[config.mk]
export PLATFORM = sky130hd
export DESIGN_NAME = max_divisor_count_select_flat
export DESIGN_NICKNAME = d
export VERILOG_FILES = /design/src/hdl/mdcs_pkg.sv /design/src/hdl/mdcs_if.sv /design/src/hdl/mdcs_remainder.sv /design/src/hdl/mdcs_count.sv /design/src/hdl/max_divisor_count_select.sv /design/src/flat_wrapper.sv
export SDC_FILE = /design/constraint.sdc
export NUM_CORES = 1
export LEC_CHECK = 0
export ABC_AREA = 1
export ABC_CLOCK_PERIOD_IN_PS = 3300
export BUFFER_PORTS_ARGS = -buffer_cell sky130_fd_sc_hd__buf_2
export CAP_MARGIN = 20
export CELL_PAD_IN_SITES_DETAIL_PLACEMENT = 0
export CELL_PAD_IN_SITES_GLOBAL_PLACEMENT = 1
export CORE_MARGIN = 2
export CORE_UTILIZATION = 48
export CTS_BUF_LIST = sky130_fd_sc_hd__clkbuf_16
export DETAILED_ROUTE_END_ITERATION = 6
export GPL_ROUTABILITY_DRIVEN = 0
export PLACE_DENSITY = 0.79
export SLEW_MARGIN = 20
export SYNTH_ARGS = -nofsm -noshare
export SYNTH_HDL_FRONTEND = slang
export SYNTH_SLANG_ARGS = --single-unit
[constraint.sdc]
create_clock -name clk_i -period 3.3 [get_ports clk_i]
set_clock_uncertainty 0.05 [all_clocks]
set_input_delay 0.99 -clock clk_i [delete_from_list [all_inputs] [get_ports clk_i]]
set_output_delay 0.99 -clock clk_i [all_outputs]
set_load 0.05 [all_outputs]
[src/hdl/mdcs_pkg.sv]
// Shared types and constants for the divisor-count maximum block.
// No dependencies; every other file in hdl/ depends on this package.
package mdcs_pkg;

  localparam int unsigned BEST_VALUE_W = 15;
  localparam int unsigned COUNT_W      = 8;

  // Handshake back from the iterative remainder unit.
  typedef struct packed {
    logic done;
    logic zero;
  } rem_status_t;

  // Result of one divisor count, valid for one cycle with done.
  typedef struct packed {
    logic               done;
    logic [COUNT_W-1:0] count;
  } cnt_status_t;

endpackage

[src/hdl/mdcs_if.sv]
// Valid/ready channels of the divisor-count maximum block.
// Depends on mdcs_pkg for the result field widths.
interface mdcs_in_if #(
  parameter int unsigned VALUE_WIDTH = 16
);
  logic                          valid;
  logic                          ready;
  logic signed [VALUE_WIDTH-1:0] value;
  logic                          is_last;

  modport source (output valid, output value, output is_last, input ready);
  modport sink   (input valid, input value, input is_last, output ready);
endinterface

interface mdcs_out_if;
  logic                                 valid;
  logic                                 ready;
  logic [mdcs_pkg::BEST_VALUE_W-1:0]    best_value;
  logic [mdcs_pkg::COUNT_W-1:0]         best_count;
  logic                                 found;

  modport source (output valid, output best_value, output best_count, output found,
                  input ready);
  modport sink   (input valid, input best_value, input best_count, input found,
                  output ready);
endinterface

[src/hdl/mdcs_remainder.sv]
// Bit-serial restoring remainder unit: one quotient bit per cycle.
// Depends on mdcs_pkg for the status struct.
module mdcs_remainder #(
  parameter int unsigned NW = 15
) (
  input  logic                  clk_i,
  input  logic                  rst_ni,
  input  logic                  start_i,
  input  logic [NW-1:0]         dividend_i,
  input  logic [NW-1:0]         divisor_i,
  output mdcs_pkg::rem_status_t status_o
);
  import mdcs_pkg::*;

  localparam int unsigned IW = $clog2(NW);

  logic          busy_q, busy_d;
  logic          done_q, done_d;
  logic [IW-1:0] idx_q, idx_d;
  logic [NW-1:0] rem_q, rem_d;
  logic [NW-1:0] shift_q, shift_d;
  logic [NW-1:0] div_q, div_d;
  logic [NW:0]   trial;
  logic [NW:0]   diff;

  assign trial = {rem_q, shift_q[NW-1]};
  assign diff  = trial - {1'b0, div_q};

  always_comb begin
    busy_d  = busy_q;
    done_d  = 1'b0;
    idx_d   = idx_q;
    rem_d   = rem_q;
    shift_d = shift_q;
    div_d   = div_q;
    if (start_i) begin
      busy_d  = 1'b1;
      idx_d   = IW'(NW - 1);
      rem_d   = '0;
      shift_d = dividend_i;
      div_d   = divisor_i;
    end else if (busy_q) begin
      // restore when the trial is below the divisor
      rem_d   = (trial >= {1'b0, div_q}) ? diff[NW-1:0] : trial[NW-1:0];
      shift_d = {shift_q[NW-2:0], 1'b0};
      idx_d   = idx_q - 1'b1;
      if (idx_q == '0) begin
        busy_d = 1'b0;
        done_d = 1'b1;
      end
    end
  end

  always_ff @(posedge clk_i or negedge rst_ni) begin
    if (!rst_ni) begin
      busy_q <= 1'b0;
      done_q <= 1'b0;
      idx_q  <= '0;
    end else begin
      busy_q <= busy_d;
      done_q <= done_d;
      idx_q  <= idx_d;
    end
  end

  always_ff @(posedge clk_i) begin
    rem_q   <= rem_d;
    shift_q <= shift_d;
    div_q   <= div_d;
  end

  assign status_o.done = done_q;
  assign status_o.zero = (rem_q == '0);

endmodule

[src/hdl/mdcs_count.sv]
// Divisor-count sequencer: trial divisors 1..sqrt(n) through its own remainder unit.
// Depends on mdcs_pkg and mdcs_remainder.
module mdcs_count #(
  parameter int unsigned VALUE_WIDTH = 16
) (
  input  logic                          clk_i,
  input  logic                          rst_ni,
  input  logic                          start_i,
  input  logic signed [VALUE_WIDTH-1:0] value_i,
  output mdcs_pkg::cnt_status_t         status_o
);
  import mdcs_pkg::*;

  localparam int unsigned NW = VALUE_WIDTH - 1;

  localparam logic [1:0] ST_IDLE  = 2'd0;
  localparam logic [1:0] ST_CHECK = 2'd1;
  localparam logic [1:0] ST_WAIT  = 2'd2;

  logic [1:0]         state_q, state_d;
  logic               done_q, done_d;
  logic [COUNT_W-1:0] total_q, total_d;
  logic [NW-1:0]      n_q, n_d;
  logic [NW-1:0]      d_q, d_d;
  logic [NW:0]        sq_q, sq_d;
  logic               rem_start;
  rem_status_t        rem_status;
  logic [COUNT_W:0]   sum;
  logic               past_root;

  assign past_root = (sq_q > {1'b0, n_q});
  assign rem_start = (state_q == ST_CHECK) && !past_root;
  // a perfect square root pairs with itself
  assign sum = {1'b0, total_q} + ((sq_q == {1'b0, n_q}) ? (COUNT_W+1)'(1) : (COUNT_W+1)'(2));

  mdcs_remainder #(
    .NW(NW)
  ) u_remainder (
    .clk_i      (clk_i),
    .rst_ni     (rst_ni),
    .start_i    (rem_start),
    .dividend_i (n_q),
    .divisor_i  (d_q),
    .status_o   (rem_status)
  );

  always_comb begin
    state_d = state_q;
    done_d  = 1'b0;
    total_d = total_q;
    n_d     = n_q;
    d_d     = d_q;
    sq_d    = sq_q;
    unique case (state_q)
      ST_IDLE: begin
        if (start_i) begin
          total_d = '0;
          if (value_i[VALUE_WIDTH-1] || (value_i == '0)) begin
            done_d = 1'b1;
          end else begin
            n_d     = value_i[NW-1:0];
            d_d     = NW'(1);
            sq_d    = (NW+1)'(1);
            state_d = ST_CHECK;
          end
        end
      end
      ST_CHECK: begin
        if (past_root) begin
          done_d  = 1'b1;
          state_d = ST_IDLE;
        end else begin
          state_d = ST_WAIT;
        end
      end
      ST_WAIT: begin
        if (rem_status.done) begin
          if (rem_status.zero) begin
            total_d = sum[COUNT_W] ? '1 : sum[COUNT_W-1:0];
          end
          // (d+1)^2 = d^2 + 2d + 1
          sq_d    = sq_q + {d_q, 1'b1};
          d_d     = d_q + 1'b1;
          state_d = ST_CHECK;
        end
      end
      default: state_d = ST_IDLE;
    endcase
  end

  always_ff @(posedge clk_i or negedge rst_ni) begin
    if (!rst_ni) begin
      state_q <= ST_IDLE;
      done_q  <= 1'b0;
    end else begin
      state_q <= state_d;
      done_q  <= done_d;
    end
  end

  always_ff @(posedge clk_i) begin
    total_q <= total_d;
    n_q     <= n_d;
    d_q     <= d_d;
    sq_q    <= sq_d;
  end

  assign status_o.done  = done_q;
  assign status_o.count = total_q;

endmodule

[src/hdl/max_divisor_count_select.sv]
// Divisor-count maximum over a set of signed values closed by an item marked last.
// A positive value n holds the input until its trial divisors 1..floor(sqrt(n)) have each
// run through the bit-serial remainder unit; a value of zero or below gets a count of zero
// without any trial. The last item also passes through TOP_EMIT to load the result
// register, waiting while that one is still held. Reset (rst_ni low, asynchronous)
// clears the running best and all handshake state. Depends on mdcs_pkg, mdcs_if, mdcs_count.
module max_divisor_count_select #(
  parameter int unsigned VALUE_WIDTH = 16
) (
  input  logic           clk_i,
  input  logic           rst_ni,
  mdcs_in_if.sink        in_i,
  mdcs_out_if.source     out_o
);
  import mdcs_pkg::*;

  localparam int unsigned NW    = VALUE_WIDTH - 1;
  localparam int unsigned EXT_W = NW + BEST_VALUE_W;

  localparam logic [1:0] TOP_IDLE = 2'd0;
  localparam logic [1:0] TOP_BUSY = 2'd1;
  localparam logic [1:0] TOP_EMIT = 2'd2;

  logic [1:0]              state_q, state_d;
  logic                    last_q, last_d;
  logic [BEST_VALUE_W-1:0] cand_q, cand_d;
  logic [BEST_VALUE_W-1:0] best_val_q, best_val_d;
  logic [COUNT_W-1:0]      best_cnt_q, best_cnt_d;
  logic                    out_valid_q, out_valid_d;
  logic [BEST_VALUE_W-1:0] out_val_q, out_val_d;
  logic [COUNT_W-1:0]      out_cnt_q, out_cnt_d;
  logic                    out_found_q, out_found_d;
  logic                    in_fire;
  logic                    out_free;
  logic signed [VALUE_WIDTH-1:0] value;
  logic [EXT_W-1:0]        value_ext;
  cnt_status_t             cnt_status;

  assign value     = in_i.value;
  assign value_ext = {{BEST_VALUE_W{1'b0}}, value[NW-1:0]};
  assign in_i.ready = (state_q == TOP_IDLE);
  assign in_fire   = in_i.valid && in_i.ready;
  assign out_free  = !out_valid_q || out_o.ready;

  mdcs_count #(
    .VALUE_WIDTH(VALUE_WIDTH)
  ) u_count (
    .clk_i    (clk_i),
    .rst_ni   (rst_ni),
    .start_i  (in_fire),
    .value_i  (value),
    .status_o (cnt_status)
  );

  always_comb begin
    state_d     = state_q;
    last_d      = last_q;
    cand_d      = cand_q;
    best_val_d  = best_val_q;
    best_cnt_d  = best_cnt_q;
    out_valid_d = out_valid_q && !out_o.ready;
    out_val_d   = out_val_q;
    out_cnt_d   = out_cnt_q;
    out_found_d = out_found_q;
    unique case (state_q)
      TOP_IDLE: begin
        if (in_fire) begin
          last_d  = in_i.is_last;
          cand_d  = value_ext[BEST_VALUE_W-1:0];
          state_d = TOP_BUSY;
        end
      end
      TOP_BUSY: begin
        if (cnt_status.done) begin
          // strictly greater only: earlier value wins a tie
          if (cnt_status.count > best_cnt_q) begin
            best_cnt_d = cnt_status.count;
            best_val_d = cand_q;
          end
          state_d = last_q ? TOP_EMIT : TOP_IDLE;
        end
      end
      TOP_EMIT: begin
        if (out_free) begin
          out_valid_d = 1'b1;
          out_val_d   = best_val_q;
          out_cnt_d   = best_cnt_q;
          out_found_d = (best_cnt_q != '0);
          best_val_d  = '0;
          best_cnt_d  = '0;
          state_d     = TOP_IDLE;
        end
      end
      default: state_d = TOP_IDLE;
    endcase
  end

  always_ff @(posedge clk_i or negedge rst_ni) begin
    if (!rst_ni) begin
      state_q     <= TOP_IDLE;
      out_valid_q <= 1'b0;
      best_val_q  <= '0;
      best_cnt_q  <= '0;
    end else begin
      state_q     <= state_d;
      out_valid_q <= out_valid_d;
      best_val_q  <= best_val_d;
      best_cnt_q  <= best_cnt_d;
    end
  end

  always_ff @(posedge clk_i) begin
    last_q      <= last_d;
    cand_q      <= cand_d;
    out_val_q   <= out_val_d;
    out_cnt_q   <= out_cnt_d;
    out_found_q <= out_found_d;
  end

  assign out_o.valid      = out_valid_q;
  assign out_o.best_value = out_val_q;
  assign out_o.best_count = out_cnt_q;
  assign out_o.found      = out_found_q;

endmodule
[src/flat_wrapper.sv]
// flat-port wrapper written by rule: the top's interface ports become plain ports
module max_divisor_count_select_flat import mdcs_pkg::*;
#(
  parameter int unsigned VALUE_WIDTH = 16
)
  (clk_i, rst_ni, in_i_valid, in_i_value, in_i_is_last, in_i_ready, out_o_valid, out_o_best_value, out_o_best_count, out_o_found, out_o_ready);
  mdcs_in_if #(.VALUE_WIDTH(VALUE_WIDTH)) in_i_i ();
  mdcs_out_if out_o_i ();
  input  logic clk_i;
  input  logic rst_ni;
  input wire logic [$bits(in_i_i.valid)-1:0] in_i_valid;
  input wire logic [$bits(in_i_i.value)-1:0] in_i_value;
  input wire logic [$bits(in_i_i.is_last)-1:0] in_i_is_last;
  output wire logic [$bits(in_i_i.ready)-1:0] in_i_ready;
  output wire logic [$bits(out_o_i.valid)-1:0] out_o_valid;
  output wire logic [$bits(out_o_i.best_value)-1:0] out_o_best_value;
  output wire logic [$bits(out_o_i.best_count)-1:0] out_o_best_count;
  output wire logic [$bits(out_o_i.found)-1:0] out_o_found;
  input wire logic [$bits(out_o_i.ready)-1:0] out_o_ready;
  assign in_i_i.valid = in_i_valid;
  assign in_i_i.value = in_i_value;
  assign in_i_i.is_last = in_i_is_last;
  assign in_i_ready = in_i_i.ready;
  assign out_o_valid = out_o_i.valid;
  assign out_o_best_value = out_o_i.best_value;
  assign out_o_best_count = out_o_i.best_count;
  assign out_o_found = out_o_i.found;
  assign out_o_i.ready = out_o_ready;
  max_divisor_count_select #(.VALUE_WIDTH(VALUE_WIDTH)) u_core (.clk_i(clk_i), .rst_ni(rst_ni), .in_i(in_i_i), .out_o(out_o_i));
endmodule
== Word-level counts from Yosys, hierarchy flattened ==
Cells that the tools add are included.

* $add $sub $neg: 5
* Magnitude comparators: 3
* Equal/unequal tests: 13
* Multiplexer cells: 49
* Bitwise operators: 1
* Reductions and logical operators: 25

{| class="wikitable"
|+ Operators by type and width
! operator !! number
|-
| two-way mux 15 bit || 9
|-
| case mux 15 bit (2 select lines) || 2
|-
| two-way mux 8 bit || 7
|-
| two-way mux 16 bit || 3
|-
| case mux 16 bit (2 select lines) || 1
|-
| case mux 8 bit (2 select lines) || 2
|-
| two-way mux 2 bit || 9
|-
| adder 16 bit || 1
|-
| == test 16 x 15 -> 1 bit || 1
|-
| greater-or-equal comparator 16 x 15 -> 1 bit || 1
|-
| greater-than comparator 16 x 15 -> 1 bit || 1
|-
| logical NOT 16 bit || 1
|-
| adder 15 x 1 -> 15 bit, second input constant || 1
|-
| logical NOT 15 bit || 1
|-
| subtractor 15 bit || 1
|-
| case mux 2 bit (3 select lines) || 2
|-
| AND reduction 4 bit || 3
|-
| two-way mux 1 bit || 11
|-
| adder 8 x 2 -> 9 bit || 1
|-
| AND reduction 3 bit || 3
|-
| greater-than comparator 8 bit || 1
|-
| two-way mux 4 bit || 2
|-
| != test 2 x 1 -> 1 bit, second input constant || 4
|-
| != test 2 bit, second input constant || 4
|-
| 13 further kinds || 24
|}

* Bits in registers: 174
* Input port bits: 21

== Logic depth before layout (Yosys ltp) ==
Gate-level depths: netlist (run 1).

* Depth in word-level cells: 7
* Mapped depth: 17
* Mapped depth without buffers: 16

== Modules after synthesis ==
From an unflattened synthesis (run 1), not the netlist that was laid out.

* Cell total of the unflattened synthesis: 1117
* Area total of the unflattened synthesis: 9641.7 um^2

{| class="wikitable"
|+ By module, submodules not included
! module !! instances !! cells an instance !! area each (um^2) !! sequential area each (um^2)
|-
| mdcs_count || 1 || 451 || 3732.3 || 1696.6
|-
| mdcs_remainder || 1 || 417 || 3195.6 || 1351.3
|-
| max_divisor_count_select || 1 || 249 || 2713.9 || 1851.8
|}

== Least setup slack after synthesis (run 1) ==
OpenSTA, ideal clock, no wires.

* Path type: reg-to-reg
* Start point: reg u_core.state_q[1]
* End point: reg u_core.u_count.d_q[0], enable pin
* Setup time: 419 ps
* Data arrival time: 3247 ps
* Slack: -416 ps
* Stages on the path, launching flop included: 8
* Path buffers: 0
* Period minus slack after synthesis: 3716 ps
* Path through: dfrtp_1 -> nor2_1 -> nand2_1 -> inv_1 -> nand2_1 -> nand2_1 -> inv_1 -> nor2_1

* Word-level cells in the longest chain between the ends: 4

{| class="wikitable"
|+ Ends and longest elaborated chain
! item !! line !! RTL
|-
| start: declaration || max_divisor_count_select.sv:24 || <nowiki>logic [1:0] state_q, state_d;</nowiki>
|-
| start signal: assignment || max_divisor_count_select.sv:105 || <nowiki>state_q <= state_d;</nowiki>
|-
| logical NOT 2 bit || max_divisor_count_select.sv:41 || <nowiki>assign in_i.ready = (state_q == TOP_IDLE);</nowiki>
|-
| via in_i_ready || flat_wrapper.sv:14 || <nowiki>output wire logic [$bits(in_i_i.ready)-1:0] in_i_ready;</nowiki>
|-
| logical AND 1 bit || max_divisor_count_select.sv:42 || <nowiki>assign in_fire = in_i.valid && in_i.ready;</nowiki>
|-
| != test 2 x 1 -> 1 bit (no source line) || -- ||
|-
| AND reduction 4 bit (no source line) || -- ||
|-
| end signal: assignment || mdcs_count.sv:104 || <nowiki>d_q <= d_d;</nowiki>
|-
| end: declaration || mdcs_count.sv:24 || <nowiki>logic [NW-1:0] d_q, d_d;</nowiki>
|}

The timed path passes the listed nets, and every way through them passes these cells.
A chain may end at the register's enable or synchronous reset.

== Final worst setup path (run 1) ==
* Start point: reg u_core.u_count.sq_q[13]
* End point: reg u_core.u_count.total_q[5] (data pin)

* Word-level cells in the longest chain between the ends: 7

{| class="wikitable"
|+ Ends and longest elaborated chain
! item !! line !! RTL
|-
| start: declaration || mdcs_count.sv:25 || <nowiki>logic [NW:0] sq_q, sq_d;</nowiki>
|-
| start signal: assignment || mdcs_count.sv:105 || <nowiki>sq_q <= sq_d;</nowiki>
|-
| == test 16 x 15 -> 1 bit || mdcs_count.sv:34 || <nowiki>assign sum = {1'b0, total_q} + ((sq_q == {1'b0, n_q}) ? (COUNT_W+1)'(1) : (COUNT_W+1)'(2));</nowiki>
|-
| two-way mux 2 bit || mdcs_count.sv:34 ||
|-
| adder 8 x 2 -> 9 bit || mdcs_count.sv:34 ||
|-
| two-way mux 8 bit || mdcs_count.sv:79 || <nowiki>total_d = sum[COUNT_W] ? '1 : sum[COUNT_W-1:0];</nowiki>
|-
| two-way mux 8 bit || mdcs_count.sv:78 || <nowiki>if (rem_status.zero) begin</nowiki>
|-
| two-way mux 8 bit || mdcs_count.sv:77 || <nowiki>if (rem_status.done) begin</nowiki>
|-
| case mux 8 bit (2 select lines) || mdcs_count.sv:54 || <nowiki>unique case (state_q)</nowiki>
|-
| end signal: assignment || mdcs_count.sv:102 || <nowiki>total_q <= total_d;</nowiki>
|-
| end: declaration || mdcs_count.sv:22 || <nowiki>logic [COUNT_W-1:0] total_q, total_d;</nowiki>
|}

No other way between the ends. The select of a mux whose other input is x is not followed.

==> results.json, run 1 <==
{
  "cp.depth": 14,
  "hp-class": "reg -> reg",
  "whs_path_depth": 0,
  "post_dp_cell_area_sq_mm": 0.009931,
  "die_area_sq_mm": 0.02080,
  "power_density_mw_per_mm2": 881.5,
  "synth.area.mux_share_pct": 0,
  "grt.busiest_layer": "met2",
  "antennaDiodeCount": 0,
  "fillerInstances": 1862,
  "crit_fanout": 5,
  "worst_pin_slew_ps": 875.7,
  "grt.met3_usage_pct": 3.808,
  "grt_pass1_wl_um": 34570,
  "finalCritPeriodShare_pct": 88.69,
  "grt_max_degree": 59,
  "cts_tree": "built",
  "holdPathEnd": "u_core.out_o.best_value[1]",
  "ant_nets": 0,
  "cpMostUsedCell": "nand2_1",
  "cts_buffers": 17,
  "rsz0062_at_grt": "false",
  "final_area_sq_mm": 0.01057,
  "drive_gt1_share_pct": 10.43,
  "cp_top_family": "simple AND/OR/NAND/NOR gates",
  "core-area_sq_mm": 0.01940,
  "synth_xor_area_share_pct": 1.021,
  "drtIter0Drc": 438,
  "worstSkewPairLatency_ps": 430,
  "hold_viol": 0,
  "synthesis.area_sq_mm": 0.009439,
  "num_rows": 51,
  "min-delay-start": "u_core.best_val_q[1]",
  "cap_violations": 0,
  "tns_ps": 0,
  "viasPerCell": 5.109,
  "synthSimpleGateAreaFrac_pct": 25.05,
  "setup_viol": 0,
  "io_pins": 47,
  "critPathRequiredTime_ps": 3560,
  "reg2reg_to": "u_core.u_count.total_q[5]",
  "vias": 7086,
  "grtUsageTotal_pct": 21.62,
  "critPathArrivalTime_ps": 3180,
  "clockBufferDepth": 2,
  "die_w_um": 144.2,
  "leakage_uw": 0.005021,
  "detailed_place_hpwl_um": 15020,
  "start_kind": "register",
  "slowest_stage": "edfxtp_1",
  "overflow": 0,
  "start_util_pct": 48.66,
  "clock-sinks": 174,
  "status": "completed",
  "min_period_ps": 2927,
  "slew_viol_final": 0,
  "ys_seq_elements": 174,
  "first_pass_iters": 6,
  "grt_use_met2_pct": 34.61,
  "criticalPathCategory": "reg -> reg",
  "critPathCaptureType": "register",
  "grt_pass1_vias": 6757,
  "synth_top_family_by_area": "simple AND/OR/NAND/NOR gates",
  "synth_fa_ha_area_share_pct": 8.059,
  "seq_area_sq_mm": 0.004900,
  "wire_per_inst_um": 15.20,
  "multi_input_area_sq_mm": 0.003809,
  "totalWireLength_um": 21080,
  "r2r_cells": 14,
  "crit_buf_inv": 2,
  "route.detailed.drc": 0,
  "io_buffers": 46,
  "slowest_delay_ps": 420,
  "syn2layout_area_growth_pct": 12.00,
  "root_buffer": "clkbuf_16",
  "syn_avg_cell_area_sq_um": 8.905,
  "cp_cell_sequence": "ha_1, nand2_1, nor2_2, nor3b_2, nand4_2, inv_1, ha_1, fa_1, nand2_1, nor3_2, nand2_1, nor2_1, o21ai_0, inv_1",
  "synth_compound_area_share_pct": 6.111,
  "synth_nets": 1140,
  "met1_usage_pct": 30.58,
  "final_nets": 1189,
  "ir_drop_mv": 0.4265,
  "ys_types": 44,
  "die_height_um": 144.2,
  "timing.rr.start": "u_core.u_count.sq_q[13]",
  "fmax_ghz": 0.3417,
  "antenna_found_initial": 0,
  "yosysWarnings": 0,
  "ys_seq_area_share_pct": 51.91,
  "clk_pin_slew_worst_paths_ps": 80,
  "rrSetupSlack_ps": 370,
  "maxSlewHeadroom_pct": 41.62,
  "synth_cells": 1060,
  "htreeDepth": 4
}
-- cells in the final DEF (no fill, tap or decap), drive strengths merged --
master / synthesis / layout
inv: 152 / 158
bufinv: 0 / 1
nor4: 10 / 10
o211ai: 1 / 1
buf: 15 / 57
clkbuf: 12 / 17
clkinv: 0 / 8
nor2: 78 / 78
nor3: 17 / 17
dfrtp: 35 / 35
edfxtp: 124 / 124
o21bai: 2 / 2
nand4: 12 / 12
xnor2: 5 / 5
a21o: 4 / 4
fa: 3 / 3
a31oi: 5 / 5
a211oi: 1 / 1
xor2: 6 / 6
nand2: 290 / 290
nand3b: 18 / 18
o21ai: 42 / 42
nand3: 99 / 99
a21oi: 49 / 49
and2: 1 / 1
or2: 3 / 3
nor3b: 3 / 3
o21a: 1 / 1
dfxtp: 15 / 15
ha: 56 / 56
o31ai: 1 / 1
-- layout make-up --
type	count	area share, %
Clock buffer	17	4.024
Clock inverter	15	1.988
Inverter	152	5.397
Multi-Input combinational cell	707	36.03
Sequential cell	174	46.35
Tap cell	265	3.136
Timing Repair Buffer	57	3.077
-- worst max path at each step --
stage                                  from                   endpoint
floorplan                 u_core.state_q[1]      u_core.u_count.d_q[0]
global placement    u_core.u_count.sq_q[13]  u_core.u_count.total_q[3]
detailed placement  u_core.u_count.sq_q[13]  u_core.u_count.total_q[5]
CTS                 u_core.u_count.sq_q[13]  u_core.u_count.total_q[5]
global route        u_core.u_count.sq_q[13]  u_core.u_count.total_q[5]
finish              u_core.u_count.sq_q[13]  u_core.u_count.total_q[5]
-- cells in the mapped netlist, drive strengths merged --
master	n	area (sq um)
xor2	6	52.55
a31oi	5	31.28
nand3	99	530.5
dfxtp	15	300.3
nor3	17	85.08
inv	152	570.5
o31ai	1	7.510
nand2	290	1106
xnor2	5	43.79
a211oi	1	7.510
and2	1	6.260
o211ai	1	7.510
fa	3	60.06
o21ai	42	221.5
o21a	1	7.510
nor2	78	305.3
ha	56	700.7
a21o	4	30.03
o21bai	2	15.01
nor4	10	68.81
or2	3	18.77
nand3b	18	135.1
nand4	12	81.33
clkbuf	12	45.04
buf	15	125.1
edfxtp	124	3724
dfrtp	35	875.8
nor3b	3	27.52
a21oi	49	249.0
-- layer usage --
layer / share of wire (%) / vias to the layer above
li1: - / 3619
met1: 49 / 3323
met2: 46 / 122
met3: 3.2 / 22
met4: 1.6 / 0
met5: 0 / -
-- registers in the layout, indices dropped and copies added, names as in the netlist, 2 cells and up --
name	flops
u_core.u_count.d_q	15
u_core.cand_q	15
u_core.u_count.u_remainder.shift_q	15
u_core.out_o.best_value	15
u_core.u_count.sq_q	16
u_core.out_o.best_count	8
u_core.u_count.total_q	8
u_core.u_count.state_q	2
u_core.u_count.u_remainder.idx_q	4
u_core.state_q	2
u_core.u_count.u_remainder.rem_q	15
u_core.best_val_q	15
u_core.u_count.u_remainder.div_q	15
u_core.best_cnt_q	8
u_core.u_count.n_q	15
-- cell families (layout without fill, tap and decap cells) --
logic type                 count (synthesis)  after routing
buffers and inverters                    179            241
DFF                                      174            174
adders and majority gates                 59             59
AOI/OAI and AO/OA                        106            106
xor gates and xnor gates                  11             11
and+or+nand+nor                          531            531
-- report_power, final --
group	total [uW]	internal (uW)	switching, uW
clock	2120	1110	1010
combinational	3680	1190	2490
sequential	3520	3130	394
total	9320	5430	3890
-- stage by stage --
stage / instances / util (%) / total power, uW / setup WS [ps] / hold slack [ps]
after CTS: 1387 / 54.47 / 9387 / 243.5 / 405.2
after global placement: 1355 / 51.19 / 7205 / 367.2 / 380.9
after floorplan: 1060 / - / 6302 / 88.72 / 375.3
final: 1387 / 54.50 / 9318 / 373.4 / 401.8
after global routing: 1387 / 54.50 / 10050 / 23.96 / 422.4
after detailed placement: 1355 / 51.19 / 7257 / 269.8 / 386.0
-- timing repair --
action                                 CTS  global route
hold buffers                             0             0
endpoints found under the hold margin    0             0
setup endpoints to repair                0             4
resized for setup                        0             1
setup buffers                            0             0
(Power assumes the default switching activity.)
==> run 2: changes to the inputs <==
SYNTH_HIERARCHICAL = 1   (was not set)
==> run 2 against run 1 <==
  * Final cell count increased by 4.7%
  * First-iteration DRC count is 13% higher
  * Largest cell class unchanged
  * Register-to-register slack better by 20 ps
  * Cell area rose by 2.2%
  * Sequential share of layout area down 1.0 points
  * Fmax is 0.75% higher
  * Largest power group unchanged
  * Global-route usage shrank 0.36 points
  * Critical path type unchanged
  * Critical endpoint is now u_core/u_count/total_q[7]
  * Synthesized area grew 2.1%
  * Highest routed layer unchanged
  * Sequential cell count is the same
  * Non-clock buffer count is 1 higher
==> results.json, run 2 <==
{
  "critPathRequiredTime_ps": 3430,
  "status": "completed",
  "critPathArrivalTime_ps": 3030,
  "clock-sinks": 174,
  "yosysTopAreaCellShare_pct": 38.62,
  "final_common_cell": "nand2_1",
  "reg2reg_to": "u_core/u_count/total_q[7]",
  "synth_most_common_cell": "nand2_1",
  "final_cell_mix": "308 x nand2_1, 180 x inv_1, 124 x edfxtp_1",
  "first_pass_iters": 7,
  "ir_drop_mv": 0.4185,
  "cap_violations": 0,
  "ys_seq_elements": 174,
  "antennaDiodeCount": 0,
  "io_pins": 47,
  "rsz0062_at_grt": "false",
  "die_w_um": 145.7,
  "ys.flop_type": "edfxtp_1",
  "hold_viol": 0,
  "clockBufferDepth": 2,
  "die_area_sq_mm": 0.02124,
  "min_period_ps": 2905,
  "largest_register_ffs": 16,
  "cts_buffers": 17,
  "top_register": "u_core/u_count/sq_q",
  "setup_slack_ps": 395.0,
  "synthTopCellsByCount": "308 x nand2_1, 180 x inv_1, 124 x edfxtp_1",
  "maxSlewHeadroom_pct": 39.94,
  "synth-edff-count": 124,
  "criticalPathCategory": "reg -> reg",
  "ant_nets": 0,
  "synth_area_leader_cell": "edfxtp_1",
  "setup_viol": 0,
  "viasPerCell": 4.990,
  "htreeDepth": 4,
  "num_rows": 51,
  "ys_types": 47,
  "rrSetupSlack_ps": 400,
  "start_util_pct": 49.22,
  "place_inst": 1419,
  "root_buffer": "clkbuf_16",
  "r2r_cells": 15,
  "fillerInstances": 1870,
  "synthArstFlopShare_pct": 20.11,
  "die_height_um": 145.7,
  "syn_avg_cell_area_sq_um": 8.632,
  "cts_tree": "built",
  "ctsResizeCount": 0,
  "worstSkewPairLatency_ps": 430,
  "post-place-ws_ps": 376.9,
  "fmax_ghz": 0.3442,
  "syn2layout_area_growth_pct": 12.07,
  "grt_pass1_vias": 7005,
  "ys_seq_area_share_pct": 50.82,
  "drive_gt1_share_pct": 12.13,
  "power_density_mw_per_mm2": 1082,
  "critPathCaptureType": "register",
  "final_nets": 1254,
  "worst_pin_slew_ps": 900.8,
  "min-delay-start": "u_core/best_val_q[0]",
  "synth_nets": 1197,
  "synthesis.area_sq_mm": 0.009642,
  "drtIter0Drc": 493,
  "route.detailed.drc": 0,
  "vias": 7245,
  "detailed_place_hpwl_um": 16350,
  "start_kind": "register",
  "wire_per_inst_um": 14.86,
  "synth_area_leaders": "edfxtp_1 39%, nand2_1 12%, dfrtp_1 9.1%",
  "grtUsageTotal_pct": 21.26,
  "clk_pin_slew_worst_paths_ps": 70,
  "design_power_total_uw": 11700,
  "finalCritPeriodShare_pct": 88.03,
  "grt_max_degree": 36,
  "holdPathEnd": "u_core/out_o.best_value[0]",
  "totalWireLength_um": 21580,
  "whs_path_depth": 0,
  "hold_buffers": 0,
  "overflow": 0,
  "grt_pass1_wl_um": 36340,
  "yosysWarnings": 6,
  "core-area_sq_mm": 0.01959,
  "leakage_uw": 0.005227,
  "tns_ps": 0,
  "final_cells": 1452,
  "timing.rr.start": "u_core/u_count/n_q[14]",
  "post_cts_buffers": 0,
  "hp-class": "reg -> reg",
  "crit_fanout": 5,
  "io_buffers": 46,
  "antenna_found_initial": 0,
  "synth_cells": 1117,
  "slew_viol_final": 0
}
==> run 2: layout make-up <==
class / instances / area [sq um] / share of cell area (%)
sequential: 174 / 4900 / 45.34
multi-input combinational: 736 / 3923 / 36.30
inverter: 187 / 701.9 / 6.496
clock buffer: 17 / 425.4 / 3.937
timing repair buffer: 58 / 332.8 / 3.080
tap: 265 / 331.6 / 3.069
clock inverter: 15 / 191.4 / 1.772
==> run 2: cells by family after synthesis <==
group / share of synthesized area (%)
simple gates: 26.52
fa+ha+maj: 7.890
buf+inv: 8.721
xor+xnor: 0.9083
flops: 50.82
compound gates: 5.139
==> run 2: worst max-delay path, cell delays in order, from the launching register on <==
cell and delay, ps:
edfxtp_1 440, inv_1 120, ha_1 240, nand2_1 80, nor2_1 60, and2b_1 180, nand4_1 200, inv_1 80
ha_1 210, fa_1 420, nand2_1 80, nor2_1 50, nand2_1 110, inv_1 80, nor3_1 180, nor3_1 70
==> run 2: worst max-delay path by stage <==
stage,start,endpoint,cells after the start
global placement,u_core/u_count/n_q[14],u_core/u_count/total_q[5],17
CTS,u_core/u_count/n_q[13],u_core/u_count/total_q[5],17
global route,u_core/u_count/n_q[14],u_core/u_count/total_q[5],17
detailed placement,u_core/u_count/n_q[13],u_core/u_count/total_q[5],17
finish,u_core/u_count/n_q[14],u_core/u_count/total_q[7],15
floorplan,in_i_valid,u_core/u_count/d_q[0],4
==> run 2: report_power, final <==
group	switching, uW	total [uW]	internal (uW)	leakage [uW]
Combinational	3770	5600	1830	0.00319
Sequential	600	4030	3430	0.00174
Clock	969	2070	1100	0.000298
==> run 2: metal layers <==
layer / part of all wire, % / up-vias / GRT usage [%]
met5: 0 / - / 0
met4: 0.82 / 0 / 5.049
met3: 3.4 / 13 / 3.103
met2: 46 / 108 / 33.73
met1: 49 / 3395 / 30.96
li1: - / 3729 / -
==> run 2: per-stage QoR <==
stage	instance area, sq um	util [%]	hold WS (ps)
after floorplan	9658	-	375.3
after global placement	10180	51.96	385.0
after detailed placement	10180	51.96	383.7
after CTS	10800	55.11	402.4
after global routing	10810	55.16	414.1
final	10810	55.16	400.5
==> run 3: changes to the inputs <==
MAX_ROUTING_LAYER = met4   (was not set)
==> run 3 against run 2 <==
  * Fmax barely moved
  * Utilization barely moved
  * Sequential cell count did not move
  * Wire length fell by 0.22%
  * Sequential power barely moved
  * Largest cell class unchanged
  * Combinational power barely moved
  * Non-clock buffer count fell by 1
  * Largest power group unchanged
  * First-iteration DRC count rose by 2.6%
  * Clock power barely moved
  * Count of clock-buffer cells in the layout did not move
  * Register-to-register slack barely moved
  * Highest routed layer unchanged
  * Setup slack improved by 2.9 ps
==> results.json, run 3 (synthesis gave the netlist of run 2 again) <==
{
  "start_kind": "register",
  "io_pins": 47,
  "drive_gt1_share_pct": 12.14,
  "hold_buffers": 0,
  "combPwrFrac_pct": 47.8,
  "htreeDepth": 4,
  "tns_ps": 0,
  "vias": 7266,
  "totalWireLength_um": 21540,
  "fmax_ghz": 0.3446,
  "worstSkewPairLatency_ps": 430,
  "drtIter0Drc": 506,
  "hold_viol": 0,
  "seqPwrFrac_pct": 34.5,
  "timing.rr.start": "u_core/u_count/n_q[14]",
  "setup_slack_ps": 397.9,
  "design_power_total_uw": 11680,
  "antennaDiodeCount": 0,
  "cap_violations": 0,
  "num_rows": 51,
  "whs_path_depth": 0,
  "grt_max_degree": 36,
  "syn2layout_area_growth_pct": 12.02,
  "setup_viol": 0,
  "viasPerCell": 5.008,
  "critPathArrivalTime_ps": 3030,
  "largest_register_ffs": 16,
  "crit_fanout": 5,
  "status": "completed",
  "post_dp_cell_area_sq_mm": 0.01018,
  "intPower_uw": 6347,
  "final_nets": 1253,
  "cts_tree": "built",
  "final_cell_mix": "308 x nand2_1, 180 x inv_1, 124 x edfxtp_1",
  "cp-endpoint": "u_core/u_count/total_q[7]",
  "critPathCaptureType": "register",
  "clockBufferDepth": 2,
  "core-area_sq_mm": 0.01959,
  "die_height_um": 145.7,
  "grtUsageTotal_pct": 21.90,
  "worst_pin_slew_ps": 905.4,
  "hp-class": "reg -> reg",
  "die_w_um": 145.7,
  "reg2reg_to": "u_core/u_count/total_q[7]",
  "hold_ws_ps": 400.6,
  "cp-startpoint": "u_core/u_count/n_q[14]",
  "route.detailed.drc": 0,
  "start_util_pct": 49.22,
  "overflow": 0,
  "critPathRequiredTime_ps": 3430,
  "switching_power_uw": 5337,
  "rsz0062_at_grt": "false",
  "maxSlewHeadroom_pct": 39.64,
  "wire_per_inst_um": 14.84,
  "power_density_mw_per_mm2": 1082,
  "clock_power_share_pct": 17.7,
  "top_register": "u_core/u_count/sq_q",
  "final_common_cell": "nand2_1",
  "ant_nets": 0,
  "clock-sinks": 174,
  "r2r_cells": 15,
  "root_buffer": "clkbuf_16",
  "io_buffers": 46,
  "slew_viol_final": 0,
  "grt_pass1_wl_um": 36330,
  "detailed_place_hpwl_um": 16350,
  "final_area_sq_mm": 0.01080,
  "grt_pass1_vias": 7009,
  "first_pass_iters": 6,
  "min_period_ps": 2902,
  "rrSetupSlack_ps": 400,
  "cts_buffers": 17,
  "switching_share_pct": 45.67,
  "leakage_uw": 0.005223,
  "post-place-ws_ps": 376.9,
  "clk_pin_slew_worst_paths_ps": 70,
  "antenna_found_initial": 0,
  "criticalPathCategory": "reg -> reg",
  "die_area_sq_mm": 0.02124,
  "finalCritPeriodShare_pct": 87.94,
  "ir_drop_mv": 0.4157
}
-- run 3: how the worst min path moves through the flow --
stage / start / to
after floorplan: u_core/best_val_q[0] / u_core/out_o.best_value[0]
after CTS: u_core/best_val_q[0] / u_core/out_o.best_value[0]
after global routing: u_core/best_val_q[10] / u_core/out_o.best_value[10]
after detailed placement: u_core/best_val_q[0] / u_core/out_o.best_value[0]
after global placement: u_core/best_val_q[2] / u_core/out_o.best_value[2]
final: u_core/best_val_q[0] / u_core/out_o.best_value[0]
-- run 3: worst max-delay path, cell delays in order, from the launching register on --
cell      delay (ps)
edfxtp_1         440
inv_1            120
ha_1             240
nand2_1           80
nor2_1            60
and2b_1          180
nand4_1          200
inv_1             80
ha_1             210
fa_1             420
nand2_1           80
nor2_1            50
nand2_1          110
inv_1             80
nor3_1           180
nor3_1            70
-- run 3: area by class of cell --
type	count	area [sq um]
inverters	187	701.9
flip-flops and latches	174	4900
clock buffers	17	425.4
multi-input cells	736	3925
fillers	1872	8790
repair buffers	57	325.3
well taps	265	331.6
clock inverters	15	191.4
-- run 3: layer usage --
layer	track usage [%]	vias up	routed length (um)
li1	-	3720	-
met1	30.87	3403	10570
met2	33.77	127	9930
met3	3.103	16	839
met4	5.049	0	191
met5	-	-	0
-- run 3: repair_timing --
item	4_1_cts	5_1_grt
hold endpoints to repair	0	0
endpoints found under the setup margin	0	2
gates resized for setup	0	1
setup buffers	0	0
-- run 3: per-stage QoR --
stage / std cells / util, %
floorplan: 1117 / -
global placement: 1419 / 51.96
detailed placement: 1419 / 51.96
CTS: 1451 / 55.11
global route: 1451 / 55.13
finish: 1451 / 55.13
-- run 3: power by group through the flow --
stage | registers [uW] | clock network [uW] | logic [uW]
2_1_floorplan | 4130 | 0 | 4140
3_3_place_gp | 4060 | 0 | 5540
3_5_place_dp | 4080 | 0 | 5560
4_1_cts | 4040 | 2110 | 5590
5_1_grt | 4130 | 2190 | 6390
6_report | 4030 | 2060 | 5590
